<file path="src/rtl/text_console_writer_macros.svh">
// ---------------------------------------------------------------------------
// text_console_writer_macros.svh
// assertion macros shared by the console rtl
// ---------------------------------------------------------------------------
`ifndef TEXT_CONSOLE_WRITER_MACROS_SVH
`define TEXT_CONSOLE_WRITER_MACROS_SVH

`ifndef SYNTHESIS
`define TCW_ASSERT(lbl, prop) \
  lbl: assert property (@(posedge clk) disable iff (!rst_n) prop) \
    else $error("tcw assertion failed");
`define TCW_ASSERT_ALWAYS(lbl, prop) \
  lbl: assert property (@(posedge clk) prop) \
    else $error("tcw assertion failed");
`else
`define TCW_ASSERT(lbl, prop)
`define TCW_ASSERT_ALWAYS(lbl, prop)
`endif

`endif

</file>
<file path="src/rtl/tcw_pkg.sv">
// ---------------------------------------------------------------------------
// tcw_pkg
// shared constants, types and helpers of the text console writer
// ---------------------------------------------------------------------------
`default_nettype none

package tcw_pkg;

  localparam int COLUMNS_DEF = 80;
  localparam int ROWS_DEF    = 25;
  localparam int PADDR_W     = 3;

  localparam logic [7:0] BLANK_CHAR   = 8'h20;
  localparam logic [7:0] NEWLINE_CHAR = 8'h0A;
  localparam logic [7:0] RESET_ATTR   = 8'h0F;

  localparam logic REG_IDX_FILL_ATTR = 1'b0;

  typedef enum logic [1:0] {
    OP_PUT   = 2'd0,
    OP_CLEAR = 2'd1,
    OP_READ  = 2'd2,
    OP_NOP   = 2'd3
  } opcode_t;

  typedef struct packed {
    logic accept;
    logic sweep_fill;
    logic sweep_copy;
    logic sweep_init;
    logic out_load_now;
    logic out_load_done;
  } tcw_cmd_t;

  typedef struct packed {
    logic scroll_req;
    logic sweep_last;
  } tcw_sts_t;

  function automatic logic [15:0] make_cell(input logic [7:0] ch, input logic [7:0] attr);
    make_cell = {attr, ch};
  endfunction

endpackage

`default_nettype wire

</file>
<file path="src/rtl/tcw_ctrl.sv">
// ---------------------------------------------------------------------------
// tcw_ctrl
// controller: reset clearing pass, item dispatch, sweeps and result hand-off
// ---------------------------------------------------------------------------
`default_nettype none
`include "text_console_writer_macros.svh"

module tcw_ctrl import tcw_pkg::*; (
  input  wire logic       clk,
  input  wire logic       rst_n,
  input  wire logic       in_valid,
  output logic            in_stall,
  input  wire logic [1:0] in_opcode,
  output logic            out_valid,
  input  wire logic       out_stall,
  input  wire tcw_sts_t   sts,
  output tcw_cmd_t        cmd
);

  typedef enum logic [4:0] {
    ST_INIT   = 5'b00001,
    ST_IDLE   = 5'b00010,
    ST_FILL   = 5'b00100,
    ST_SCROLL = 5'b01000,
    ST_DONE   = 5'b10000
  } state_t;

  state_t state_r, state_nxt;
  logic   out_valid_r, out_valid_nxt;
  logic   out_free;
  logic   accept;

  assign out_free = !out_valid_r || !out_stall;
  assign in_stall = !((state_r == ST_IDLE) && out_free);
  assign accept   = in_valid && !in_stall;

  always_comb begin
    cmd       = '0;
    state_nxt = state_r;
    case (state_r)
      ST_INIT: begin
        cmd.sweep_fill = 1'b1;
        cmd.sweep_init = 1'b1;
        if (sts.sweep_last) begin
          state_nxt = ST_IDLE;
        end
      end
      ST_IDLE: begin
        if (accept) begin
          cmd.accept = 1'b1;
          case (opcode_t'(in_opcode))
            OP_CLEAR: state_nxt = ST_FILL;
            OP_READ:  state_nxt = ST_DONE;
            OP_PUT: begin
              if (sts.scroll_req) begin
                state_nxt = ST_SCROLL;
              end else begin
                cmd.out_load_now = 1'b1;
              end
            end
            default: cmd.out_load_now = 1'b1;
          endcase
        end
      end
      ST_FILL: begin
        cmd.sweep_fill = 1'b1;
        if (sts.sweep_last) begin
          state_nxt = ST_DONE;
        end
      end
      ST_SCROLL: begin
        cmd.sweep_copy = 1'b1;
        if (sts.sweep_last) begin
          state_nxt = ST_DONE;
        end
      end
      ST_DONE: begin
        if (out_free) begin
          cmd.out_load_done = 1'b1;
          state_nxt         = ST_IDLE;
        end
      end
      default: state_nxt = ST_IDLE;
    endcase
  end

  always_comb begin
    if (cmd.out_load_now || cmd.out_load_done) begin
      out_valid_nxt = 1'b1;
    end else begin
      out_valid_nxt = out_valid_r && out_stall;
    end
  end

  always_ff @(posedge clk) begin
    if (!rst_n) begin
      state_r     <= ST_INIT;
      out_valid_r <= 1'b0;
    end else begin
      state_r     <= state_nxt;
      out_valid_r <= out_valid_nxt;
    end
  end

  assign out_valid = out_valid_r;

  `TCW_ASSERT(a_load_into_free_slot,
    (cmd.out_load_now || cmd.out_load_done) |-> (!out_valid_r || !out_stall))
  `TCW_ASSERT(a_scroll_ends_in_done,
    (state_r == ST_SCROLL && sts.sweep_last) |=> state_r == ST_DONE)
  `TCW_ASSERT(a_clear_starts_fill, (cmd.accept && in_opcode == OP_CLEAR) |=> state_r == ST_FILL)

endmodule

`default_nettype wire

</file>
<file path="config.mk">
export PLATFORM = sky130hd
export DESIGN_NAME = tcw_ctrl
export DESIGN_NICKNAME = d
export VERILOG_FILES = /design/src/rtl/tcw_pkg.sv /design/src/rtl/tcw_ctrl.sv
export VERILOG_INCLUDE_DIRS = /design/src /design/src/rtl
export SDC_FILE = /design/constraint.sdc
export NUM_CORES = 1
export LEC_CHECK = 0
export BUFFER_PORTS_ARGS = -buffer_cell sky130_fd_sc_hd__buf_4
export CAP_MARGIN = 20
export CORE_AREA = 2 2 39 41
export CTS_CLUSTER_SIZE = 12
export DETAILED_ROUTE_END_ITERATION = 10
export DIE_AREA = 0 0 41 43
export PLACE_DENSITY_LB_ADDON = 0.25
export SLEW_MARGIN = 20
export SYNTH_ARGS = -nofsm -noshare
export SYNTH_HDL_FRONTEND = slang
export SYNTH_SLANG_ARGS = --single-unit
</file>
<file path="constraint.sdc">
create_clock -name clk -period 1.6 [get_ports clk]
set_input_delay 0.16 -clock clk [delete_from_list [all_inputs] [get_ports clk]]
set_output_delay 0.16 -clock clk [all_outputs]
set_load 0.01 [all_outputs]
</file>
==> results_dict.tcl, run 1 <==
set metrics [dict create \
    status "completed" \
    drtAntennaViolNets 0 \
    synthesis.instances 51 \
    internal_power_mw 0.306 \
    crit_chain "nor4_4 -> and4_4 -> and2b_1 -> buf_4" \
    path_delay_family "simple AND/OR/NAND/NOR gates" \
    final_nets 83 \
    end_kind "output pin" \
    grt_pass1_wl_um 1650 \
    dieArea_um2 1760 \
    final_area_um2 618 \
    power_mw 0.426 \
    clock.fmax_mhz 638 \
    ys_ff_latch 6 \
    clock-sinks 6 \
    finalClockSkew_ps 4.81 \
    cp_num_buf_inv 1 \
    slew_violations 0 \
    grt_overflow 0 \
    fillers 136 \
    mappedNetlistNets 61 \
    drt_iter0_drc 12 \
    fin_crit_ps 1570 \
    setup.worst_path.class "reg -> out" \
    cts_buffers 3 \
    antenna_found_initial 0 \
    avgSynthCellArea_um2 8.56 \
    core_area_um2 1380 \
    start_util 0.316 \
    clock_path_buffers 2 \
    placed_cells 80 \
    area_growth_pct 41.5 \
    setup_viol 0 \
    reg2reg_slack_ps 270 \
    cp.depth 4 \
    power.share.switching 0.281 \
    max_stage_delay_ps 360 \
    antenna_cells 0 \
    final_cells 87 \
    path_clk_slew_ps 50 \
    synth-edff-count 0 \
    worstHoldPathCells 2 \
    firstDrtPassIters 4 \
    seqPwrFrac 0.399 \
    rsz0062_at_grt "true" \
    viasPerCell 5.24 \
    yosysSeqAreaShare 0.275 \
    synth_warnings 0 \
    power.leakage_nw 0.307 \
    synth_area_um2 437 \
    drt-total-wl_um 1020 \
    wire_per_inst_um 11.8 \
    hold_class "in -> reg" \
    dpl.hpwl_um 751 \
    drive_gt1_frac 0.451 \
    num_vias 456 \
    cts_root_buf "clkbuf_4" \
    synth_cell_type_count 30 \
    fin_crit_sh 0.979 \
    arrival_ps 1410 \
    place_area_um2 547 \
    power_density_nw_per_um2 690 \
    grt_pass1_vias 377 \
    p_sw_mw 0.120 \
    clk_latency_ps 250 \
    h-tree-depth 1 \
    hold_viol_final 0 \
    io_pins 16 \
    peakVddDrop_uv 409 \
    grtUsageTotal 0.142 \
    power_frac_comb 0.264 \
    port_buffers 15 \
    relSlewSlack 0.837 \
    worst-slew-pin-transition_ps 242 \
    crit_fanout 5 \
    die_y_um 43 \
    async_reset_ff_frac 0 \
    cp_slowest_cell "dfxtp_4" \
    r2r_cells 4 \
    required_ps 1440 \
    maxCapViolCount 0 \
    drc 0 \
    die_x_um 41 \
    cts_tree "done" \
    num_rows 14 \
    pwr-share-clk 0.338 \
    startpoint_type "flop" \
    synthFlopType "dfxtp_1" \
    grt_max_degree 9 \
    place_congestion 0.727 \
]
metal layers:
metal | track usage | routed length [µm] | vias up
met2 | 0.200 | 529 | 14
met5 | 0 | 0 | -
met3 | 0.0628 | 60 | 2
met4 | 0.100 | 19 | 0
met1 | 0.161 | 413 | 211
li1 | - | - | 229
per-stage QoR:
step            util  hold WS, ps  setup TNS [ps]  setup slack [ps]
2_1_floorplan      -          236               0               274
3_3_place_gp   0.395          370               0               166
3_5_place_dp   0.395          377               0               174
4_1_cts        0.432          113               0              3.07
5_1_grt        0.447          130           -53.2             -46.6
6_report       0.447          102               0              33.1
cell families after synthesis:
group	synth area share
XOR/XNOR	0.0401
AND/OR/NAND/NOR	0.335
AO/OA/AOI/OAI	0.181
buffers and inverters	0.0859
flip-flops	0.275
adder cells (fa/ha/maj)	0.0573
multiplexers	0.0258
path summary, 6_finish.rpt:
check        startpoint         end
min reg2reg  state_r[0]  state_r[0]
min              sts[0]  state_r[0]
max          state_r[0]      cmd[1]
max reg2reg  state_r[2]  state_r[4]
power groups by stage:
stage	Combinational [mW]	Clock, mW	Sequential [mW]
2_1_floorplan	0.0660	0	0.168
3_3_place_gp	0.100	0	0.174
3_5_place_dp	0.0993	0	0.174
4_1_cts	0.103	0.146	0.171
5_1_grt	0.124	0.154	0.172
6_report	0.112	0.144	0.170
final cells by class:
| type | instances | area [µm²] | area share |
|---|---|---|---|
| sequential | 6 | 130 | 0.211 |
| multi-input combinational | 39 | 288 | 0.466 |
| tap | 16 | 20.0 | 0.0324 |
| inverter | 4 | 15.0 | 0.0243 |
| timing repair buffer | 19 | 143 | 0.231 |
| clock buffer | 3 | 22.5 | 0.0364 |
sequential cells by signal, summed over array words and instances (netlist names):
name	flops
state_r	5
out_valid	1
synth_stat cells (2+ instances only):
| master | number | area share |
|---|---|---|
| dfxtp_1 | 6 | 0.28 |
| nor2_1 | 5 | 0.043 |
| inv_1 | 4 | 0.034 |
| nand2_1 | 4 | 0.034 |
| nand3_1 | 3 | 0.034 |
| and3_1 | 2 | 0.029 |
| buf_6 | 2 | 0.052 |
| ha_1 | 2 | 0.057 |
| o21ai_0 | 2 | 0.023 |
cell usage in the layout, fill, tap and decap left out, types with 2 or more instances in the layout:
cell type | netlist | layout
o21ai_0 | 2 | 2
inv_1 | 4 | 4
and3_1 | 2 | 2
ha_1 | 2 | 2
buf_4 | 0 | 19
nand2_1 | 4 | 4
nor2_1 | 5 | 5
dfxtp_2 | 0 | 2
dfxtp_1 | 6 | 2
clkbuf_4 | 0 | 3
dfxtp_4 | 0 | 2
nand3_1 | 3 | 3
timing repair:
item	4_1_cts	5_1_grt
hold buffers	0	0
pin swaps	2	2
endpoints found under the hold margin	0	0
endpoints found under the setup margin	1	2
setup buffers	2	2
gates resized for setup	4	3
Power figures use the tool's default switching activity.
==> inputs of run 2 (changes only) <==
Settings changed: RECOVER_POWER set to 25.
==> run 2 against run 1 <==
Global-route usage is the same. Count of clock-buffer cells in the layout is the same. Fmax is the same. Die area is the same. Critical path depth is the same. Sequential share of layout area grew 0.13 points. Wire length is essentially flat. Utilization shrank 0.27 points. Register-to-register slack is essentially flat. Clock skew is the same. Worst setup slack is the same. Combinational power is essentially flat. Critical path type unchanged. Largest power group unchanged.
==> results_dict.tcl, run 2 (synthesis results as in run 1) <==
set metrics [dict create \
    peakVddDrop_uv 408 \
    clock_path_buffers 2 \
    holdPathEnd "state_r[0]" \
    cts_buffers 3 \
    dieArea_um2 1760 \
    wire_per_inst_um 11.8 \
    pwr-share-clk 0.339 \
    worst-slew-pin-transition_ps 242 \
    num_vias 456 \
    hold_viol_final 0 \
    end_kind "output pin" \
    antenna_found_initial 0 \
    area_growth_pct 40.7 \
    worstHoldPathCells 2 \
    largest_register_ffs 5 \
    clk_latency_ps 250 \
    setup_viol 0 \
    power.leakage_nw 0.303 \
    required_ps 1440 \
    clock-sinks 6 \
    power.share.switching 0.282 \
    relSlewSlack 0.837 \
    grt_overflow 0 \
    hold_buffers 0 \
    placed_cells 80 \
    multi_input_area_um2 288 \
    dpl.hpwl_um 751 \
    fin_crit_sh 0.979 \
    slew_violations 0 \
    final_nets 83 \
    place_congestion 0.727 \
    internal_power_mw 0.306 \
    final_cells 87 \
    p_sw_mw 0.120 \
    drt_iter0_drc 12 \
    layout_common_cells "buf_4 (18), nor2_1 (5), inv_1 (4), nand2_1 (4)" \
    h-tree-depth 1 \
    io_pins 16 \
    drt-total-wl_um 1020 \
    grt_max_degree 9 \
    final_common_cell "buf_4" \
    viasPerCell 5.24 \
    port_buffers 15 \
    drc 0 \
    arrival_ps 1410 \
    top_register "state_r" \
    antenna_cells 0 \
    path_clk_slew_ps 50 \
    power_density_nw_per_um2 693 \
    r2r_cells 4 \
    core_area_um2 1380 \
    worst_slack_ps 33.1 \
    worstReg2RegEnd "state_r[4]" \
    finalClockSkew_ps 4.81 \
    cts_root_buf "clkbuf_4" \
    start_util 0.316 \
    seqPwrFrac 0.399 \
    grtUsageTotal 0.142 \
    die_y_um 43 \
    reg2reg_slack_ps 270 \
    fin_crit_ps 1570 \
    grt_pass1_wl_um 1650 \
    firstDrtPassIters 4 \
    status "completed" \
    cts_tree "done" \
    post-place-ws_ps 174 \
    grt_pass1_vias 377 \
    clock.fmax_mhz 638 \
    startpoint_type "flop" \
    num_rows 14 \
    rsz0062_at_grt "true" \
    die_x_um 41 \
    setup.worst_path.class "reg -> out" \
    maxCapViolCount 0 \
    drtAntennaViolNets 0 \
    power_frac_comb 0.262 \
    whs_ps 102 \
    seqCellArea_um2 130 \
    crit_fanout 5 \
    r2r_start "state_r[2]" \
    hold_class "in -> reg" \
    drive_gt1_frac 0.437 \
    min_from "sts[0]" \
    fillers 136 \
]
run 2: cell types whose count changed in the layout (fill, tap and decap cells not counted), sizes merged:
cell / before / now
buf: 19 / 18
clkbuf: 3 / 4
run 2: layout make-up:
cell class,instances,area share
clock buffer,3,0.0367
inverter,4,0.0244
tap,16,0.0326
timing repair buffer,19,0.226
multi-input combinational,39,0.468
sequential,6,0.212
run 2: what timing repair did:
action                                  4_1_cts  5_1_grt
buffers inserted                              2        2
endpoints found under the hold margin         0        0
pin swaps                                     2        2
endpoints found under the setup margin        1        2
resized for setup                             4        3
run 2: through the flow:
stage	instance area (µm²)	utilization	TNS, ps	power [mW]
finish	614	0.444	0	0.425
global route	614	0.444	-53.2	0.449
CTS	598	0.432	0	0.421
detailed placement	547	0.395	0	0.273
global placement	547	0.395	0	0.274
floorplan	437	-	0	0.234
run 2: metal layers:
layer  GRT usage  wire (µm)  share of wire
met1       0.161        416           0.41
met2       0.200        528           0.52
met3      0.0628         60          0.059
met4       0.100         19          0.019
met5           0          0              0
run 2: worst max-delay path, cell delays in order (launching register included):
cell and delay, ps:
dfxtp_4 360, nor4_4 280, and4_4 250, and2b_1 140, buf_4 120
run 2: power groups by stage:
stage	clock network, mW	registers, mW	logic (mW)
after detailed placement	0	0.174	0.0993
after CTS	0.146	0.171	0.103
after global routing	0.154	0.172	0.123
after global placement	0	0.174	0.100
after floorplan	0	0.168	0.0660
final	0.144	0.170	0.112
run 2: worst max path at each step:
stage / startpoint / end / slack, ps / depth (start not counted)
2_1_floorplan: state_r[0] / out_valid / 270 / 5
3_3_place_gp: state_r[0] / cmd[1] / 170 / 4
3_5_place_dp: state_r[0] / cmd[1] / 170 / 4
4_1_cts: state_r[3] / cmd[1] / 3 / 4
5_1_grt: state_r[0] / cmd[1] / -50 / 4
6_report: state_r[0] / cmd[1] / 30 / 4
